--- config.mk ---
export PLATFORM = sky130hd
export DESIGN_NAME = smad_divider
export DESIGN_NICKNAME = d
export VERILOG_FILES = /design/src/sv/smad_pkg.sv /design/src/sv/smad_divider.sv
export SDC_FILE = /design/constraint.sdc
export NUM_CORES = 1
export LEC_CHECK = 0
export BUFFER_PORTS_ARGS = -buffer_cell sky130_fd_sc_hd__buf_4
export CORE_MARGIN = 10
export CORE_UTILIZATION = 54
export CTS_CLUSTER_SIZE = 20
export DETAILED_ROUTE_END_ITERATION = 6
export PLACE_DENSITY = 0.8
export SYNTH_ARGS = -nofsm -noshare
export SYNTH_HDL_FRONTEND = slang
export SYNTH_SLANG_ARGS = --single-unit
export TNS_END_PERCENT = 5
--- constraint.sdc ---
create_clock -name clock -period 3.15 [get_ports clock]
set_input_delay 0.315 -clock clock [delete_from_list [all_inputs] [get_ports clock]]
set_output_delay 0.315 -clock clock [all_outputs]
set_load 0.01 [all_outputs]
--- src/sv/smad_pkg.sv ---
// ----------------------------------------------------------------------------
// smad_pkg
// Shared widths, constants and types of the sliding mean absolute deviation
// unit.
// ----------------------------------------------------------------------------
package smad_pkg;

   localparam int MAX_WINDOW = 1024;
   localparam int AW         = $clog2(MAX_WINDOW);     // window memory address
   localparam int NW         = AW + 1;                 // window length, fill
   localparam int DATA_W     = 32;
   localparam int POS_W      = 32;
   localparam int SUM_W      = DATA_W + AW;            // running window sum
   localparam int DIFF_W     = DATA_W + NW + 1;        // N*x - S, signed
   localparam int TOT_W      = DIFF_W + AW;            // sum of |N*x - S|
   localparam int DIVR_W     = 2 * AW + 1;             // N*N
   localparam int CNT_W      = $clog2(TOT_W + 1);

   localparam logic [NW-1:0]  WINDOW_RESET = NW'(14);
   localparam logic [NW-1:0]  WINDOW_MIN   = NW'(2);
   localparam logic [NW-1:0]  WINDOW_MAX   = NW'(MAX_WINDOW);
   localparam logic [CNT_W-1:0] DIV_STEPS  = CNT_W'(TOT_W);

   typedef enum logic [2:0] {
      ST_IDLE,
      ST_UPDATE,
      ST_SWEEP,
      ST_DRAIN,
      ST_DIVIDE,
      ST_OUTPUT
   } smad_state_type;

   typedef struct packed {
      logic              done;
      logic [TOT_W-1:0]  quotient;
   } smad_div_stat_type;

endpackage

--- src/sv/smad_divider.sv ---
// ----------------------------------------------------------------------------
// smad_divider
// Restoring divider, one quotient bit per cycle, for sum / (N*N).
// ----------------------------------------------------------------------------
module smad_divider (
   input  logic                           clock,
   input  logic                           reset,
   input  logic                           start,
   input  logic [smad_pkg::TOT_W-1:0]     dividend,
   input  logic [smad_pkg::DIVR_W-1:0]    divisor,
   output smad_pkg::smad_div_stat_type    status
);
   import smad_pkg::*;

   logic [CNT_W-1:0]   count_ff, count_in;
   logic               done_ff, done_in;
   logic [TOT_W-1:0]   quot_ff, quot_in;
   logic [DIVR_W-1:0]  rem_ff, rem_in;
   logic [DIVR_W-1:0]  divisor_ff, divisor_in;
   logic [DIVR_W:0]    trial;
   logic [DIVR_W:0]    trial_diff;

   // The remainder always stays below the divisor, so it fits DIVR_W bits.
   assign trial      = {rem_ff, quot_ff[TOT_W-1]};
   assign trial_diff = trial - {1'b0, divisor_ff};

   always_comb begin
      count_in   = count_ff;
      done_in    = 1'b0;
      quot_in    = quot_ff;
      rem_in     = rem_ff;
      divisor_in = divisor_ff;
      if (start) begin
         count_in   = DIV_STEPS;
         quot_in    = dividend;
         rem_in     = '0;
         divisor_in = divisor;
      end else if (count_ff != '0) begin
         count_in = count_ff - CNT_W'(1);
         done_in  = (count_ff == CNT_W'(1));
         if (trial >= {1'b0, divisor_ff}) begin
            rem_in  = trial_diff[DIVR_W-1:0];
            quot_in = {quot_ff[TOT_W-2:0], 1'b1};
         end else begin
            rem_in  = trial[DIVR_W-1:0];
            quot_in = {quot_ff[TOT_W-2:0], 1'b0};
         end
      end
   end

   always_ff @(posedge clock) begin
      if (reset) begin
         count_ff <= '0;
         done_ff  <= 1'b0;
      end else begin
         count_ff <= count_in;
         done_ff  <= done_in;
      end
      quot_ff    <= quot_in;
      rem_ff     <= rem_in;
      divisor_ff <= divisor_in;
   end

   assign status.done     = done_ff;
   assign status.quotient = quot_ff;

endmodule

==> qor.yml <==
sta:
  fin_hold_ws_ps: 98.9
  relSlewSlack: 0.563
  drv_slew: 0
  rsz0062_at_grt: "no"
  finalSetupViolCount: 0
  min_period_ps: 2760
  worst_slew_pin_slew_ps: 655
  tns_ps: 0
  finalHoldViolations: 0
  post-route-period-util: 0.876
  max_freq_ghz: 0.362
  skew_ps: 17.9
routing:
  drtIter0Drc: 264
  viasPerCell: 5.60
  drt_wl_total_um: 13900
  drc: 0
  wire_per_inst_um: 18.7
  first_pass_iters: 5
  num_vias: 4158
  antenna_left: 0
placed_design:
  dp_hpwl_um: 10400
  place.gp.congestion: 0.909
  port_buffers: 132
  place_inst: 726
outcome:
  status: "finished, final reports clean"
clock_network:
  cts_max_level: 3
  clk_latency_ps: 390
  cts_tree: "built"
  clk_pin_slew_ps: 100
  hold_buffers: 0
  cts_buffer_depth: 2
  cts_sinks: 103
  cts_resized: 0
  cts_setup_buffers: 0
  cts_root_buf: "clkbuf_8"
  cts_buffers: 9
synthesis:
  ys_ff_latch: 103
  syn_inst: 480
  syn-cell-area_um2: 5520
  synth_fp_nets: 583
  synth_flop_cell: "edfxtp_1"
  yosysSeqAreaShare: 0.509
  syn_area_per_cell_um2: 11.5
  async_flop_share: 0
  synth-edff-count: 75
  yosysUniqueCellTypes: 59
  yosysWarnings: 0
worst_setup_path:
  crit_end: "rem_ff[13]"
  startpoint: "quot_ff[53]"
  end_kind: "flip-flop"
  crit_path_top_delay_cell: "edfxtp_1"
  crit_cells: 12
  crit_required_ps: 3390
  critPathMaxFanout: 27
  cp_slowest_stage_delay_ps: 430
  path_cells: "inv_1, ha_1, inv_1, fa_1, a21o_1, a221o_1, nor2_4, o21ai_2, a21oi_4, buf_12, mux2i_1, a211oi_1"
  cp.buffers_inverters: 3
  cp_common_cell: "inv_1"
  rr_endpoint: "rem_ff[13]"
  reg2regPathDepth: 12
  crit_type: "flip-flop to flip-flop"
  reg2reg_slack_ps: 390
  start_kind: "flip-flop"
  r2r-start: "quot_ff[53]"
  critical_path.top_delay_family: "compound AO/OA/AOI/OAI gates"
  cp.arrival_ps: 3000
finish:
  drive_above_1_share: 0.356
  diodes: 0
  nets: 707
  multi_input_area_um2: 2460
  synthToLayoutAreaGrowth_pct: 23.2
  final_cell_count_no_fill: 742
  regArea_um2: 2810
  num-fill-cells: 718
floorplanning:
  die_y_um: 121
  std_cell_rows: 36
  core-area_um2: 9860
  num_io_pins: 133
  die_w_um: 121
  dieArea_um2: 14700
  initial_core_util: 0.560
grt:
  grt_first_pass_wirelength_um: 22400
  first_global_vias: 4316
  antenna_found_initial: 0
  grt_start_max_net_pins: 55
  track_usage: 0.191
  grt.overflow.total: 0
pwr:
  powerDensity_nw_per_um2: 743
  fin_total_pwr_mw: 5.05
  p_leak_nw: 2.95
  ir_drop_v: 0.000512
hold_path:
  hold_path.class: "input port to flip-flop"
flow_run:
  maxCapViolCount: 0
-- layout by cell type (no fill, tap or decap), types with 12 or more instances in the layout --
| cell type | count |
|---|---|
| mux2i_1 | 12 |
| ha_1 | 24 |
| inv_1 | 33 |
| nor2_1 | 35 |
| o21ai_0 | 17 |
| nand2_1 | 21 |
| xnor2_1 | 14 |
| a21oi_1 | 18 |
| buf_4 | 137 |
| dfxtp_1 | 28 |
| mux2_2 | 54 |
| edfxtp_1 | 75 |
-- worst register-to-register path, stage by stage (launching register included) --
cell and delay (ps):
edfxtp_1 430, inv_1 80, ha_1 160, inv_1 50, fa_1 400, a21o_1 230
a221o_1 370, nor2_4 120, o21ai_2 90, a21oi_4 150, buf_12 210, mux2i_1 230
a211oi_1 90
-- cell type report --
cell class | count | area share
sequential | 103 | 0.414
multi-input combinational | 318 | 0.361
timing repair buffer | 138 | 0.154
tap | 133 | 0.0245
clock buffer | 12 | 0.0230
inverter | 34 | 0.0188
clock inverter | 4 | 0.00497
-- worst min path at each step --
| stage | from | end | slack [ps] | cells past startpoint |
|---|---|---|---|---|
| floorplan | reset | count_ff[1] | 380 | 1 |
| global placement | rem_ff[7] | rem_ff[7] | 480 | 2 |
| detailed placement | divisor[8] | divisor_ff[8] | 490 | 1 |
| CTS | divisor[19] | divisor_ff[19] | 80 | 1 |
| global route | divisor[19] | divisor_ff[19] | 70 | 1 |
| finish | divisor[20] | divisor_ff[20] | 100 | 1 |
-- routing by layer --
| metal | GRT usage | share of wire | up-vias |
|---|---|---|---|
| li1 | - | - | 2036 |
| met1 | 0.220 | 0.40 | 1965 |
| met2 | 0.305 | 0.48 | 145 |
| met3 | 0.106 | 0.11 | 12 |
| met4 | 0.0432 | 0.012 | 0 |
| met5 | 0 | 0 | - |
-- logic make-up (layout without fill, tap and decap cells) --
group | after synthesis | count (layout) | share of synthesized area
adders and majority gates | 25 | 25 | 0.0580
muxes | 66 | 66 | 0.132
AOI/OAI and AO/OA | 97 | 97 | 0.125
DFF | 103 | 103 | 0.509
xor gates and xnor gates | 23 | 23 | 0.0365
buffers and inverters | 59 | 188 | 0.0460
and+or+nand+nor | 107 | 107 | 0.0938
-- synthesized netlist by cell type, drive strengths merged, types with 12 or more instances --
cell | n | area share
edfxtp | 75 | 0.41
mux2 | 54 | 0.11
nor2 | 36 | 0.026
o21ai | 18 | 0.017
a21oi | 19 | 0.019
dfxtp | 28 | 0.10
inv | 34 | 0.023
mux2i | 12 | 0.022
ha | 24 | 0.054
clkbuf | 15 | 0.010
nand2 | 21 | 0.014
xnor2 | 14 | 0.022
-- where the power goes --
part | switching [mW] | internal [mW] | total [mW]
clock | 0.479 | 0.347 | 0.826
combinational | 1.23 | 1.06 | 2.29
sequential | 0.191 | 1.75 | 1.94
-- flip-flops by register name, indices dropped and copies added (netlist names) --
signal	cells
count_ff	6
divisor_ff	21
done_ff	1
quot_ff	54
rem_ff	21
-- metrics by stage --
step	setup slack (ps)	utilization	cell area [um2]
floorplan	508	-	5520
global placement	500	0.670	6610
detailed placement	418	0.670	6610
CTS	373	0.689	6800
global route	155	0.689	6800
finish	391	0.689	6800
Power figures use the tool's default switching activity.
